===== src/sv/obbpt_pkg.sv =====
// Shared types, constants and search functions of the order book tracker.
package obbpt_pkg;

  localparam int PRICE_LEVELS = 4096;
  localparam int ORDER_SLOTS  = 16384;

  localparam int MASK_WORDS = (PRICE_LEVELS + 63) / 64;
  localparam int WORD_W     = (MASK_WORDS > 1) ? $clog2(MASK_WORDS) : 1;
  localparam int SUM_N      = 1 << WORD_W;
  localparam int LVL_W      = WORD_W + 6;
  localparam int ID_W       = $clog2(ORDER_SLOTS);
  localparam int CNT_W      = $clog2(ORDER_SLOTS + 1);
  localparam int QTY_W      = 32;
  localparam int BEST_W     = 12;

  typedef enum logic [1:0] {
    OP_ADD    = 2'd0,
    OP_CANCEL = 2'd1,
    OP_REDUCE = 2'd2,
    OP_CLEAR  = 2'd3
  } op_e;

  localparam logic [2:0] ST_OK            = 3'd0;
  localparam logic [2:0] ST_BAD_PRICE     = 3'd1;
  localparam logic [2:0] ST_ZERO_QTY      = 3'd2;
  localparam logic [2:0] ST_BAD_ID        = 3'd3;
  localparam logic [2:0] ST_DUPLICATE     = 3'd4;
  localparam logic [2:0] ST_NOT_LIVE      = 3'd5;
  localparam logic [2:0] ST_NOT_REDUCTION = 3'd6;

  typedef struct packed {
    op_e              op;
    logic [ID_W-1:0]  id;
    logic             side;
    logic [LVL_W-1:0] lvl;
    logic [QTY_W-1:0] qty;
    logic [2:0]       pre_status;
  } cmd_t;

  typedef struct packed {
    logic             live;
    logic             side;
    logic [LVL_W-1:0] lvl;
    logic [QTY_W-1:0] qty;
  } entry_t;

  function automatic logic [6:0] hi_bit64(input logic [63:0] v);
    logic [6:0] r;
    r = '0;
    for (int i = 0; i < 64; i++) begin
      if (v[i]) r = {1'b1, 6'(i)};
    end
    return r;
  endfunction

  function automatic logic [6:0] lo_bit64(input logic [63:0] v);
    logic [6:0] r;
    r = '0;
    for (int i = 63; i >= 0; i--) begin
      if (v[i]) r = {1'b1, 6'(i)};
    end
    return r;
  endfunction

  function automatic logic [WORD_W:0] hi_bit_sum(input logic [SUM_N-1:0] v);
    logic [WORD_W:0] r;
    r = '0;
    for (int i = 0; i < SUM_N; i++) begin
      if (v[i]) r = {1'b1, WORD_W'(i)};
    end
    return r;
  endfunction

  function automatic logic [WORD_W:0] lo_bit_sum(input logic [SUM_N-1:0] v);
    logic [WORD_W:0] r;
    r = '0;
    for (int i = SUM_N - 1; i >= 0; i--) begin
      if (v[i]) r = {1'b1, WORD_W'(i)};
    end
    return r;
  endfunction

endpackage


===== src/sv/obbpt_front.sv =====
// Front end: accepts words, runs the range checks and queues commands.
module obbpt_front (
  input  logic                  clk_i,
  input  logic                  rst_ni,
  input  logic                  in_valid_i,
  output logic                  in_ready_o,
  input  logic [1:0]            op_i,
  input  logic [31:0]           order_id_i,
  input  logic                  side_i,
  input  logic signed [31:0]    price_i,
  input  logic [31:0]           quantity_i,
  input  logic                  busy_i,
  output obbpt_pkg::cmd_t       cmd_o,
  output logic                  cmd_valid_o,
  input  logic                  cmd_pop_i
);

  obbpt_pkg::cmd_t fifo_q [2];
  logic            wr_ptr_q, wr_ptr_d;
  logic            rd_ptr_q, rd_ptr_d;
  logic [1:0]      cnt_q, cnt_d;
  obbpt_pkg::cmd_t cmd_new;
  logic            bad_price, bad_id, push;

  always_comb begin
    bad_price = $unsigned(price_i) >= 32'(obbpt_pkg::PRICE_LEVELS);
    bad_id    = order_id_i >= 32'(obbpt_pkg::ORDER_SLOTS);
    cmd_new.op   = obbpt_pkg::op_e'(op_i);
    cmd_new.id   = order_id_i[obbpt_pkg::ID_W-1:0];
    cmd_new.side = side_i;
    cmd_new.lvl  = price_i[obbpt_pkg::LVL_W-1:0];
    cmd_new.qty  = quantity_i;
    cmd_new.pre_status = obbpt_pkg::ST_OK;
    unique case (cmd_new.op)
      obbpt_pkg::OP_ADD: begin
        if (bad_price) cmd_new.pre_status = obbpt_pkg::ST_BAD_PRICE;
        else if (quantity_i == '0) cmd_new.pre_status = obbpt_pkg::ST_ZERO_QTY;
        else if (bad_id) cmd_new.pre_status = obbpt_pkg::ST_BAD_ID;
      end
      obbpt_pkg::OP_CANCEL, obbpt_pkg::OP_REDUCE: begin
        if (bad_id) cmd_new.pre_status = obbpt_pkg::ST_BAD_ID;
      end
      default: cmd_new.pre_status = obbpt_pkg::ST_OK;
    endcase
  end

  assign in_ready_o  = (cnt_q != 2'd2) && !busy_i;
  assign push        = in_valid_i && in_ready_o;
  assign cmd_valid_o = cnt_q != 2'd0;
  assign cmd_o       = fifo_q[rd_ptr_q];

  always_comb begin
    wr_ptr_d = wr_ptr_q ^ push;
    rd_ptr_d = rd_ptr_q ^ cmd_pop_i;
    cnt_d    = cnt_q + 2'(push) - 2'(cmd_pop_i);
  end

  always_ff @(posedge clk_i or negedge rst_ni) begin
    if (!rst_ni) begin
      wr_ptr_q <= 1'b0;
      rd_ptr_q <= 1'b0;
      cnt_q    <= 2'd0;
    end else begin
      wr_ptr_q <= wr_ptr_d;
      rd_ptr_q <= rd_ptr_d;
      cnt_q    <= cnt_d;
    end
  end

  always_ff @(posedge clk_i) begin
    if (push) fifo_q[wr_ptr_q] <= cmd_new;
  end

endmodule


===== config.mk =====
export PLATFORM = sky130hd
export DESIGN_NAME = obbpt_front
export DESIGN_NICKNAME = d
export VERILOG_FILES = /design/src/sv/obbpt_pkg.sv /design/src/sv/obbpt_front.sv
export SDC_FILE = /design/constraint.sdc
export NUM_CORES = 1
export LEC_CHECK = 0
export ABC_AREA = 1
export BUFFER_PORTS_ARGS = -buffer_cell sky130_fd_sc_hd__buf_4
export CORE_MARGIN = 10
export CORE_UTILIZATION = 30
export DETAILED_ROUTE_END_ITERATION = 7
export SLEW_MARGIN = 20
export SYNTH_ARGS = -nofsm -noshare
export SYNTH_HDL_FRONTEND = slang
export SYNTH_SLANG_ARGS = --single-unit

===== constraint.sdc =====
create_clock -name clk_i -period 2.6 [get_ports clk_i]
set_input_delay 0 -clock clk_i [delete_from_list [all_inputs] [get_ports clk_i]]
set_output_delay 0 -clock clk_i [all_outputs]
set_load 0.01 [all_outputs]

# After elaboration in Yosys (flattened, before gate mapping)
# Memory sizes are Yosys's and may differ from the RTL's.
# Index checks and enable logic that the tools add are counted.
[totals] reg_bits=4 ram_bits=128 input_bits=104 output_inout_bits=66 word_cells=26 n_memories=1
[op_classes] add_sub_neg=2 order_cmp=2 eq_ne=3 mux=6 bitwise_logic=2 n_reduce_logical=7
[memory_table] name="fifo_q" depth=2 width=64 rd=1 rd_clocked_by_memory_dff=0 wr=1 line_no="obbpt_front.sv:18" text="obbpt_pkg::cmd_t fifo_q [2];"
[ops] op="greater-or-equal comparator 32 x 13 -> 1 bit (second input constant)" n=1
[ops] op="greater-or-equal comparator 32 x 15 -> 1 bit (second input constant)" n=1
[ops] op="zero test 32 bit" n=1
[ops] op="2-to-1 mux 2 bit" n=3
[ops] op="case mux 3 bit (2 select lines)" n=1
[ops] op="adder 2 x 1 -> 2 bit" n=1
[ops] op="equality test 2 x 1 -> 1 bit (second input constant)" n=1
[ops] op="equality test 2 bit (second input constant)" n=1
[ops] op="logical AND 1 bit" n=2
[ops] op="zero test 2 bit" n=1
[ops] op="2-to-1 mux 1 bit" n=2
[ops] op="inequality test 2 bit (second input constant)" n=1
[ops] op="nonzero test 2 bit" n=1
[ops] op="OR reduction 2 bit" n=1
[ops] op="subtractor 2 x 1 -> 2 bit" n=1
[ops] op="XOR 1 bit" n=2
[ops] op="zero test 1 bit" n=1

# Longest topological paths before layout
[depth] ltp_word=5 depth_mapped=8 ltp_nobuf=8

# Worst setup path before layout
# Ideal clock, no wire load.
[synth_path] kind="register to register" startpoint="register cnt_q[1]" endpoint="memory fifo_q[1][0] (netlist bit) (enable)" setup_time_ns=0.428 arrival_time_ns=2.385 required_time_ns=2.172 slack_ns=-0.213 path_stages_with_launch=5 n_path_buf=0 synth_period_minus_slack_ns=2.813 path_cell_list="dfrtp_1 -> a21oi_1 -> nand2_1 -> inv_1 -> ha_1"
[synth_via] elab_chain_len=5
[synth_rtl] element="start, declared" line_no="obbpt_front.sv:21" text="logic [1:0] cnt_q, cnt_d;"
[synth_rtl] element="start signal, assigned" line_no="obbpt_front.sv:66" text="cnt_q <= cnt_d;"
[synth_rtl] element="inequality test 2 bit" line_no="obbpt_front.sv:47" text="assign in_ready_o = (cnt_q != 2'd2) && !busy_i;"
[synth_rtl] element="logical AND 1 bit" line_no="obbpt_front.sv:47"
[synth_rtl] element="net in_ready_o" line_no="obbpt_front.sv:6" text="output logic in_ready_o,"
[synth_rtl] element="logical AND 1 bit" line_no="obbpt_front.sv:48" text="assign push = in_valid_i && in_ready_o;"
[synth_rtl] element="2-to-1 mux 1 bit" line_no="obbpt_front.sv:71" text="if (push) fifo_q[wr_ptr_q] <= cmd_new;"
[synth_rtl] element="2-to-1 mux 1 bit (not written as such)" line_no="obbpt_front.sv:71"
[synth_rtl] element="end, declared" line_no="obbpt_front.sv:18"
# The timed path passes the listed nets, and every way through them passes these cells.

==> impl_metrics.csv <==
group,metric,value,unit
timing,clock_skew,0.00528,ns
die,ioPinCount,170,
synth,synth_mux_area_frac,0.173,
synth,synth_nets,400,
pwr,p_clk_frac,0.303,
timing,max_freq,472,MHz
synth,synth_xor_area_frac,0.00488,
route,wl_met3,864,um
pwr,p_sw,0.00189,W
worst_setup_path,path_class,"flop to primary output",
cells_and_area,antenna_cells,0,
timing,slew_headroom,0.538,
timing,slew_violations,0,
synth,synth_compound_area_frac,0.00512,
clock_tree,ctsHoldBuffers,64,
route,routed_wl,12.3,mm
timing,final_hold_viol_count,0,
route,dr.pass1.iters,4,
run,cap_violations,0,
route,viasPerCell,4.20,
synth,ys_warn_count,0,
timing,fin_tns_setup,0,ns
grt,antenna_found_initial,0,
cells_and_area,nFillCells,1547,
cells_and_area,drive_above_1_share,0.489,
grt,grt_overflow,0,
route,wl_per_cell,15.9,um
timing,rsz0062_at_grt,"no",
placed_design,gp_congestion,0.711,
worst_setup_path,arrival,2.12,ns
timing,tightest_slew,0.694,ns
die,start_util,0.309,
synth,synth_commonest_cells,"126 x edfxtp_1, 59 x mux2_4, 42 x nor2_1",
cells_and_area,area_delta_synth_final,49.9,%
clock_tree,clock-sinks,130,
worst_setup_path,cp_data_required_time,2.60,ns
die,core,0.0174,sq mm
grt,grt_pass1_wl,19.4,mm
worst_setup_path,timing.reg2reg.setup_slack,0.67,ns
pwr,peakVddDrop,0.459,mV
clock_tree,ctsResizeCount,0,
clock_tree,htreeDepth,4,
pwr,p_int,0.00532,W
synth,synth_area,0.00538,sq mm
pwr,power_frac_comb,0.303,
route,met2_length,6.40,mm
synth,yosysSeqAreaShare,0.722,
worst_setup_path,cp-end-kind,"primary output",
die,die_x,154,um
route,wl_met1,4.93,mm
worst_setup_path,cp_max_fo,36,
timing,setup_ws,0.483,ns
placed_design,dp_hpwl,8.87,mm
synth,syn_avg_cell_area,18.5,sq um
clock_tree,clockBufferDepth,2,
clock_tree,cts_made_buffers,17,
clock_tree,cts_root_buf,"clkbuf_16",
clock_tree,insertion_delay,0.40,ns
grt,track_usage,0.105,
route,vias,3247,
synth,synth-simple-area-share,0.0495,
worst_setup_path,start_kind,"flop",
synth,ys_seq_elements,130,
pwr,finalPower,0.00722,W
cells_and_area,nNetsFinal,646,
synth,synthArstFlopShare,0.0308,
die,die_y,154,um
route,drc,0,
route,drt-initial-drc-count,116,
route,detail-route-antenna-nets,0,
synth,synth_fa_ha_area_frac,0.0140,
synth,synth_top_cells_by_area,"edfxtp_1 70%, mux2_4 16%, nor2_1 2.9%",
timing,hold_slack,0.0772,ns
pwr,p_seq_frac,0.394,
placed_design,dp_slack,0.668,ns
clock_tree,path_clk_slew,0.05,ns
synth,synth_top_family_by_area,"multiplexers",
pwr,p_leak,3.26,nW
timing,setup_viol,0,
clock_tree,post_cts_buffers,0,
synth,ys.flop_type,"edfxtp_1",
synth,syn_inst,290,
die,rows,48,
die,die_area,0.0237,sq mm
synth,synth.largest_area_cell,"edfxtp_1",
grt,grt_max_degree,37,
min_path,min_path_type,"primary input to flop",
pwr,p_sw_frac,0.262,
grt,first_global_vias,3685,
synth,synth-edff-count,126,
status,outcome,"finished, final reports clean",
synth,synthDistinctLibCells,21,
placed_design,portBuffers,168,
clock_tree,cts_tree,"done",
synth,yosysMostFrequentCell,"edfxtp_1",
pwr,power.density,895,mW/mm^2
timing,period_needed,2.12,ns
route,highest_layer,"met4",
synth,synth_top_cell_area_share,0.703,
timing,period_share,0.814,
sequential cells by signal (all words and copies together), names as in the netlist:
register	flops
wr_ptr_q	1
fifo_q	126
cnt_q	2
rd_ptr_q	1
through the flow:
stage          std cells  utilization  area, sq um
2_1_floorplan        290            -         5380
3_3_place_gp         678        0.395         6870
3_5_place_dp         678        0.395         6870
4_1_cts              773        0.463         8060
5_1_grt              773        0.463         8060
6_report             773        0.463         8060
worst max-delay path, cell delays in order, from the launching register on:
cell and delay [ns]:
dfrtp_4 0.87, buf_12 0.32, mux2_4 0.33, buf_4 0.15
routing by layer:
| layer | GRT usage | vias to the layer above |
|---|---|---|
| li1 | - | 1569 |
| met2 | 0.182 | 110 |
| met5 | 0 | - |
| met4 | 0.0364 | 0 |
| met3 | 0.0446 | 9 |
| met1 | 0.112 | 1559 |
power by group through the flow:
stage          logic [W]  registers, W  clock network (W)
2_1_floorplan    0.00151       0.00272                  0
3_3_place_gp     0.00216       0.00288                  0
3_5_place_dp     0.00217       0.00290                  0
4_1_cts          0.00226       0.00286            0.00226
5_1_grt          0.00236       0.00288            0.00237
6_report         0.00219       0.00284            0.00219
logic make-up after synthesis:
group,count (synthesis)
flops,130
simple gates,67
mux,63
buf+inv,15
fa+ha+maj,6
compound gates,5
xor+xnor,3
other cells,1
worst paths after layout:
kind / to / cells past startpoint / start
max in group asynchronous: rd_ptr_q$_DFF_PN0_ / 3 / rst_ni
min in group asynchronous: cnt_q[1]$_DFF_PN0_ / 3 / rst_ni
setup / recovery: cmd_o[50] / 3 / rd_ptr_q$_DFF_PN0_
setup reg to reg: fifo_q[1][63]$_DFFE_PP_ / 5 / cnt_q[1]$_DFF_PN0_
hold reg to reg: cnt_q[0]$_DFF_PN0_ / 1 / cnt_q[0]$_DFF_PN0_
hold / removal: wr_ptr_q$_DFF_PN0_ / 5 / in_valid_i
final cells by class:
type | instances | area (sq um) | share of cell area
timing repair buffer | 235 | 1960 | 0.243
sequential | 130 | 3890 | 0.482
inverter | 7 | 26.3 | 0.00326
clock inverter | 12 | 118 | 0.0146
clock buffer | 19 | 433 | 0.0537
tap | 225 | 282 | 0.0349
multi-input combinational | 145 | 1360 | 0.168
layout by cell type (no fill, tap or decap), drive strengths merged:
master	instances
buf	171
edfxtp	126
dlygate4sd3	64
mux2	63
nor2	42
nand2	20
clkbuf	19
inv	7
clkinv	7
ha	6
dfrtp	4
a21oi	3
clkinvlp	3
xnor2	2
nand4	2
bufinv	2
nand3	1
o21ai	1
nor3	1
o21bai	1
or2	1
xor2	1
conb	1
(Power assumes the default switching activity.)
